<file path="config.mk">
export PLATFORM = sky130hd
export DESIGN_NAME = pbu_out_fifo
export DESIGN_NICKNAME = d
export VERILOG_FILES = /design/src/rtl/pbu_pkg.sv /design/src/rtl/pbu_out_fifo.sv
export SDC_FILE = /design/constraint.sdc
export NUM_CORES = 1
export LEC_CHECK = 0
export ABC_AREA = 0
export BUFFER_PORTS_ARGS = -buffer_cell sky130_fd_sc_hd__buf_2
export CORE_MARGIN = 10
export CORE_UTILIZATION = 41
export CTS_BUF_LIST = sky130_fd_sc_hd__clkbuf_8
export CTS_CLUSTER_SIZE = 10
export DETAILED_ROUTE_END_ITERATION = 6
export PLACE_DENSITY = 0.6
export SYNTH_ARGS = -nofsm -noshare
export SYNTH_HDL_FRONTEND = slang
export SYNTH_SLANG_ARGS = --single-unit
</file>
<file path="constraint.sdc">
create_clock -name clk -period 5.4 [get_ports clk]
set_input_delay 1.08 -clock clk [delete_from_list [all_inputs] [get_ports clk]]
set_output_delay 1.08 -clock clk [all_outputs]
set_load 0.05 [all_outputs]
</file>
<file path="src/rtl/pbu_pkg.sv">
// Shared types, character codes and helpers for the percent/backslash unescape unit.
`default_nettype none
package pbu_pkg;

    localparam logic [7:0] CH_BSL = 8'h5C;
    localparam logic [7:0] CH_NL  = 8'h0A;
    localparam logic [7:0] CH_PCT = 8'h25;
    localparam logic [7:0] CH_N   = 8'h6E;

    localparam logic [1:0] ESC_IDLE = 2'd0;
    localparam logic [1:0] ESC_PCT  = 2'd1;
    localparam logic [1:0] ESC_HEX1 = 2'd2;

    // Result queue depth and pointer width
    localparam int OUT_DEPTH = 4;
    localparam int PTR_W     = $clog2(OUT_DEPTH);
    localparam int CNT_W     = $clog2(OUT_DEPTH + 1);

    typedef struct packed {
        logic [7:0] in_byte;
        logic       in_last;
    } in_item_t;

    typedef struct packed {
        logic [7:0] out_byte;
        logic       byte_valid;
        logic       message_end;
        logic       malformed;
    } out_item_t;

    typedef struct packed {
        logic [1:0] phase;
        logic [3:0] nibble;
        logic       bsl_pend;
        logic       trunc;
        logic       err;
    } dec_state_t;

    // Results produced by one item: 0..2 entries
    typedef struct packed {
        logic [1:0] cnt;
        out_item_t  item0;
        out_item_t  item1;
    } push_t;

    typedef struct packed {
        logic [CNT_W-1:0] count;
        logic             room;
    } fifo_status_t;

    // {valid, value} of a hex digit
    function automatic logic [4:0] hex_val(input logic [7:0] b);
        logic [4:0] r;
        r = 5'd0;
        if (b inside {[8'h30:8'h39]})
            r = {1'b1, 4'(b - 8'h30)};
        else if (b inside {[8'h41:8'h46]})
            r = {1'b1, 4'(b - 8'h37)};
        else if (b inside {[8'h61:8'h66]})
            r = {1'b1, 4'(b - 8'h57)};
        return r;
    endfunction

endpackage
`default_nettype wire

</file>
<file path="src/rtl/pbu_out_fifo.sv">
// Result queue: takes up to two results per cycle, hands out one per handshake.
`default_nettype none
module pbu_out_fifo (
    input  wire logic                 clk,
    input  wire logic                 rst_n,
    input  wire logic                 push_en,
    input  wire pbu_pkg::push_t       push,
    output logic                      out_valid,
    input  wire logic                 out_ready,
    output pbu_pkg::out_item_t        out_data,
    output pbu_pkg::fifo_status_t     status
);
    import pbu_pkg::*;

    out_item_t        mem [OUT_DEPTH];
    logic [PTR_W-1:0] wr_ptr_reg;
    logic [PTR_W-1:0] rd_ptr_reg;
    logic [CNT_W-1:0] count_reg;
    logic [CNT_W-1:0] count_next;
    logic [1:0]       push_n;
    logic             pop;

    assign push_n    = push_en ? push.cnt : 2'd0;
    assign out_valid = (count_reg != '0);
    assign out_data  = mem[rd_ptr_reg];
    assign pop       = out_valid && out_ready;
    assign count_next = count_reg + CNT_W'(push_n) - CNT_W'(pop);

    // room for a worst-case item regardless of this cycle's pop
    assign status.count = count_reg;
    assign status.room  = (count_reg <= CNT_W'(OUT_DEPTH - 2));

    always_ff @(posedge clk)
    begin
        if (push_n != 2'd0)
            mem[wr_ptr_reg] <= push.item0;
        if (push_n == 2'd2)
            mem[wr_ptr_reg + PTR_W'(1)] <= push.item1;
    end

    always_ff @(posedge clk or negedge rst_n)
    begin
        if (!rst_n) begin
            wr_ptr_reg <= '0;
            rd_ptr_reg <= '0;
            count_reg  <= '0;
        end
        else begin
            wr_ptr_reg <= wr_ptr_reg + PTR_W'(push_n);
            rd_ptr_reg <= rd_ptr_reg + PTR_W'(pop);
            count_reg  <= count_next;
        end
    end

endmodule
`default_nettype wire

</file>
==> results.json, run 1 <==
{
  "finalSetupViolCount": 0,
  "finalCriticalPeriod_ns": 3.137,
  "r2r_slack_ns": 3.20,
  "via_count": 1481,
  "cts_sinks": 51,
  "synth_area_per_cell_um2": 17.21,
  "portBuffers": 43,
  "clk-insertion-delay-late_ns": 0.31,
  "drc": 0,
  "grt_usage": 0.1149,
  "vias_per_cell": 5.445,
  "cts_resized": 0,
  "synthCells": 151,
  "synth_warnings": 0,
  "worst-path-buf-inv": 1,
  "grt_setup_unrepaired": "false",
  "r2r_end": "count_reg[2]$_DFF_PN0_",
  "clk_pin_slew_ns": 0.09,
  "rows": 28,
  "status": "complete, no violations",
  "relSlewSlack": 0.3697,
  "syn_to_final_growth_pct": 15.31,
  "ant_nets": 0,
  "diodes": 0,
  "endpoint": "out_data[0]",
  "ys_ff_latch": 51,
  "final_nets": 228,
  "drv_slew": 0,
  "fin_setup_tns_ns": 0,
  "cp-startpoint": "rd_ptr_reg[0]$_DFF_PN0_",
  "grt_max_degree": 17,
  "max_freq_ghz": 0.3188,
  "ioPinCount": 44,
  "synth_cell_types": 29,
  "cts_tree": "built",
  "cts_buffers": 5,
  "syn_nets": 183,
  "crit_fanout": 13,
  "ys_seq_area_frac": 0.5758,
  "max_stage_delay_ns": 0.91,
  "hp-class": "reg2reg",
  "cts_max_level": 2,
  "reg2reg_depth": 8,
  "path_class": "reg2out",
  "antenna_found_initial": 0,
  "clockBufferDepth": 2,
  "critPathCaptureType": "output port",
  "gp_congestion": 0.7910,
  "layout_commonest_cell": "edfxtp_1",
  "grt_pass1_vias": 1685,
  "r2r-start": "count_reg[2]$_DFF_PN0_",
  "cts_setup_buffers": 0,
  "cp_top_family": "flip-flops",
  "synthTopCellsByArea": "edfxtp_1, mux2_2, mux4_2, dfrtp_1, mux2_4",
  "initial_core_util": 0.4313,
  "tightest_slew_ns": 0.9384,
  "drv_cap": 0,
  "cp.depth": 2,
  "final_cell_mix": "edfxtp_1, buf_2, mux2_2",
  "routed_wl_mm": 5.651,
  "syn_area_um2": 2599,
  "p_leak_nw": 1.118,
  "die_w_um": 99.62,
  "final.period_utilization": 0.5809,
  "die-area_um2": 9923,
  "post-dp-hpwl_mm": 3.870,
  "skew_ns": 0.006069,
  "crit_chain": "mux4_2 -> buf_2",
  "peakVddDrop_uv": 468.8,
  "hold_viol_final": 0,
  "fin_util": 0.4973,
  "clock-root-buffer": "clkbuf_8",
  "crit_path_top_delay_cell": "dfrtp_1",
  "largest_reg_flops": 44,
  "grt_overflow_total": 0,
  "die_h_um": 99.62,
  "synth_top_cell_area_share": 0.5084,
  "required_ns": 4.32,
  "drive_gt1_frac": 0.5736,
  "dr.first_iter.drc_count": 67,
  "core_um2": 6026,
  "p_per_area_nw_per_um2": 498.2,
  "yosysTopAreaCell": "edfxtp_1",
  "start_kind": "flop",
  "drt_first_pass_iters": 4,
  "cts-hold-fix-buffers": 0,
  "wl_per_cell_um": 20.78,
  "cp.arrival_ns": 2.06,
  "grt_first_pass_wirelength_mm": 8.914
}
[through the flow]
stage	setup slack, ns	power, mW	area (um^2)	std cells	hold WS, ns
3_3_place_gp	2.568	1.271	2908	264	0.4985
5_1_grt	2.132	1.569	2997	272	0.5537
3_5_place_dp	2.572	1.294	2908	264	0.5157
2_1_floorplan	2.784	1.124	2599	151	0.6027
4_1_cts	2.233	1.511	2997	272	0.5327
6_report	2.263	1.493	2997	272	0.5309
[worst register-to-register path, delay by kind of cell, from the launching register on]
kind	cells	cell delay (ns)
xor+xnor	3	0.51
fa+ha+maj	2	0.55
buf+inv	1	0.05
flops	1	0.42
simple gates	2	0.60
[cell families (layout without fill, tap and decap cells)]
kind of cell	Yosys count	after routing	synth area share
AOI/OAI and AO/OA	3	3	0.007700
xor gates and xnor gates	7	7	0.02359
adders and majority gates	4	4	0.02215
buffers and inverters	11	57	0.02118
DFF	51	51	0.5758
muxes	56	56	0.3048
and+or+nand+nor	19	19	0.04478
[routing by layer]
metal | vias to the layer above | share of wire | global-route usage
met5 | - | 0 | 0
met3 | 9 | 0.060 | 0.03599
li1 | 683 | - | -
met2 | 46 | 0.51 | 0.1934
met4 | 0 | 0.012 | 0.03418
met1 | 743 | 0.42 | 0.1368
[Yosys cell counts]
library cell	number
mux4_2	11
nor3_1	2
nand2_1	3
mux2_4	10
inv_1	3
buf_1	1
dfrtp_1	7
edfxtp_1	44
or3_1	1
nor4b_1	1
nor4_1	1
nor4bb_1	1
xnor2_1	5
nor2_1	3
and2_1	1
buf_2	5
nor3b_1	2
nand3_1	1
or4b_4	1
clkbuf_1	1
mux2_2	35
o21a_1	2
ha_1	3
fa_1	1
buf_6	1
nand2_2	1
a21oi_1	1
and3_1	1
xor2_1	2
[power by group]
part / total (mW) / internal (mW) / leakage, nW / switching [mW]
clock: 0.223 / 0.0907 / 0.0418 / 0.132
combinational: 0.649 / 0.233 / 0.590 / 0.416
sequential: 0.621 / 0.524 / 0.486 / 0.0974
[cell type report]
| cell class | instances | area [um^2] |
|---|---|---|
| fill | 512 | 3029 |
| sequential | 51 | 1496 |
| multi-input combinational | 89 | 1069 |
| timing repair buffer | 46 | 237.7 |
| tap | 75 | 93.84 |
| clock buffer | 5 | 68.82 |
| clock inverter | 3 | 20.02 |
| inverter | 3 | 11.26 |
[how the worst min path moves through the flow]
stage	from	to	cells past startpoint
6_report	count_reg[2]$_DFF_PN0_	count_reg[2]$_DFF_PN0_	1
4_1_cts	count_reg[2]$_DFF_PN0_	count_reg[2]$_DFF_PN0_	1
5_1_grt	count_reg[2]$_DFF_PN0_	count_reg[2]$_DFF_PN0_	1
3_3_place_gp	count_reg[2]$_DFF_PN0_	count_reg[2]$_DFF_PN0_	1
2_1_floorplan	wr_ptr_reg[0]$_DFF_PN0_	wr_ptr_reg[0]$_DFF_PN0_	1
3_5_place_dp	count_reg[2]$_DFF_PN0_	count_reg[2]$_DFF_PN0_	1
No activity file was read; power rests on OpenSTA's default activity.
==> inputs of run 2 (changes only) <==
--- a/config.mk
+++ b/config.mk
@@ -12,7 +12,7 @@
 export CTS_BUF_LIST = sky130_fd_sc_hd__clkbuf_8
 export CTS_CLUSTER_SIZE = 10
 export DETAILED_ROUTE_END_ITERATION = 6
-export PLACE_DENSITY = 0.6
+export PLACE_DENSITY = 0.63
 export SYNTH_ARGS = -nofsm -noshare
 export SYNTH_HDL_FRONTEND = slang
 export SYNTH_SLANG_ARGS = --single-unit
==> constraint.sdc (replaced) <==
create_clock -name clk -period 2.55 [get_ports clk]
set_input_delay 0.51 -clock clk [delete_from_list [all_inputs] [get_ports clk]]
set_output_delay 0.51 -clock clk [all_outputs]
set_load 0.05 [all_outputs]
==> run 2 against run 1 <==
Worst setup slack got worse by 2.0 ns. Sequential share of layout area decreased by 0.58 points. Clock power increased by 100%. Critical endpoint is now out_data[1]. Die area unchanged. Largest power group unchanged.
==> results.json, run 2 (synthesis results as in run 1) <==
{
  "grt_usage": 0.1203,
  "drive_gt1_frac": 0.5871,
  "grt_pass1_vias": 1697,
  "p_leak_nw": 1.146,
  "ant_nets": 0,
  "via_count": 1536,
  "relSlewSlack": 0.5492,
  "syn_to_final_growth_pct": 16.66,
  "cts_setup_buffers": 0,
  "hold_viol_final": 0,
  "reg2reg_depth": 8,
  "initial_core_util": 0.4313,
  "required_ns": 2.04,
  "core_um2": 6026,
  "finalSetupViolCount": 0,
  "clock-root-buffer": "clkbuf_8",
  "clk_pin_slew_ns": 0.09,
  "grt_max_degree": 16,
  "post-dp-hpwl_mm": 4.211,
  "cp.arrival_ns": 1.77,
  "final_cell_mix": "edfxtp_1, buf_2, mux2_2",
  "skew_ns": 0.008369,
  "drv_slew": 0,
  "die_w_um": 99.62,
  "r2r_slack_ns": 0.43,
  "die-area_um2": 9923,
  "diodes": 0,
  "cts_sinks": 51,
  "start_kind": "flop",
  "cts_tree": "built",
  "path_class": "reg2out",
  "ioPinCount": 44,
  "dp_cells": 268,
  "cts-hold-fix-buffers": 0,
  "routed_wl_mm": 5.873,
  "hp-class": "in2async",
  "status": "complete, no violations",
  "rows": 28,
  "fin_area_um2": 3032,
  "cts_max_level": 2,
  "r2r-start": "count_reg[2]$_DFF_PN0_",
  "place_area_um2": 2947,
  "drt_first_pass_iters": 4,
  "gp_congestion": 0.7470,
  "final_nets": 232,
  "layout_commonest_cell": "edfxtp_1",
  "vias_per_cell": 5.565,
  "die_h_um": 99.62,
  "largest_reg_flops": 44,
  "stdcell_count": 276,
  "grt_overflow_total": 0,
  "drc": 0,
  "fin_setup_tns_ns": 0,
  "tightest_slew_ns": 0.6761,
  "portBuffers": 43,
  "dr.first_iter.drc_count": 46,
  "clockBufferDepth": 2,
  "final.period_utilization": 0.8946,
  "r2r_end": "count_reg[2]$_DFF_PN0_",
  "antenna_found_initial": 0,
  "cp-startpoint": "rd_ptr_reg[0]$_DFF_PN0_",
  "grt_setup_unrepaired": "false",
  "peakVddDrop_uv": 499.6,
  "grt_first_pass_wirelength_mm": 9.239,
  "clk-insertion-delay-late_ns": 0.31,
  "finalCriticalPeriod_ns": 2.281,
  "p_per_area_nw_per_um2": 1052,
  "wl_per_cell_um": 21.28,
  "cts_resized": 0,
  "cts_buffers": 5,
  "drv_cap": 0,
  "critPathCaptureType": "output port",
  "crit_fanout": 8,
  "max_freq_ghz": 0.4384
}
run 2: changes by cell type in the layout (fill, tap and decap cells not counted), sizes merged:
| cell | before | now |
|---|---|---|
| buf | 46 | 50 |
| clkinv | 2 | 1 |
| inv | 3 | 4 |
run 2: final cells by class:
type / instances / area, um^2
timing repair buffer: 50 / 280.3
multi-input combinational: 89 / 1065
sequential: 51 / 1496
tap: 75 / 93.84
inverter: 3 / 11.26
clock buffer: 5 / 68.82
fill: 525 / 2994
clock inverter: 3 / 16.27
run 2: metal layers:
layer  track usage  routed length, um
met1        0.1380               2408
met5             0                  0
met4       0.03528                 53
met3       0.03529                278
met2        0.2109               3133
run 2: worst max path at each step:
stage / end / slack, ns / cells past startpoint
2_1_floorplan: count_reg[2]$_DFF_PN0_ / 0.17 / 8
3_3_place_gp: count_reg[2]$_DFF_PN0_ / 0.46 / 8
3_5_place_dp: count_reg[2]$_DFF_PN0_ / 0.44 / 8
4_1_cts: out_data[9] / 0.25 / 3
5_1_grt: out_data[8] / 0.17 / 3
6_report: out_data[1] / 0.27 / 3
run 2: critical path: stages, from the launching register on:
cell	delay, ns
dfrtp_1	0.55
buf_12	0.19
mux4_2	0.49
buf_2	0.22
run 2: power breakdown:
part,total (mW),switching (mW),internal (mW)
Clock,0.455,0.267,0.188
Combinational,1.46,0.927,0.532
Sequential,1.27,0.164,1.11
Total,3.19,1.36,1.83
run 2: stage by stage:
stage | power (mW) | worst slack (ns) | utilization | hold WS [ns]
5_1_grt | 3.348 | 0.1659 | 0.5031 | 0.02208
2_1_floorplan | 2.389 | 0.1658 | - | 0.2144
3_5_place_dp | 2.780 | 0.4379 | 0.4890 | 0.3624
6_report | 3.189 | 0.2687 | 0.5031 | 0.03034
4_1_cts | 3.231 | 0.2450 | 0.5031 | 0.02728
3_3_place_gp | 2.741 | 0.4639 | 0.4890 | 0.3618
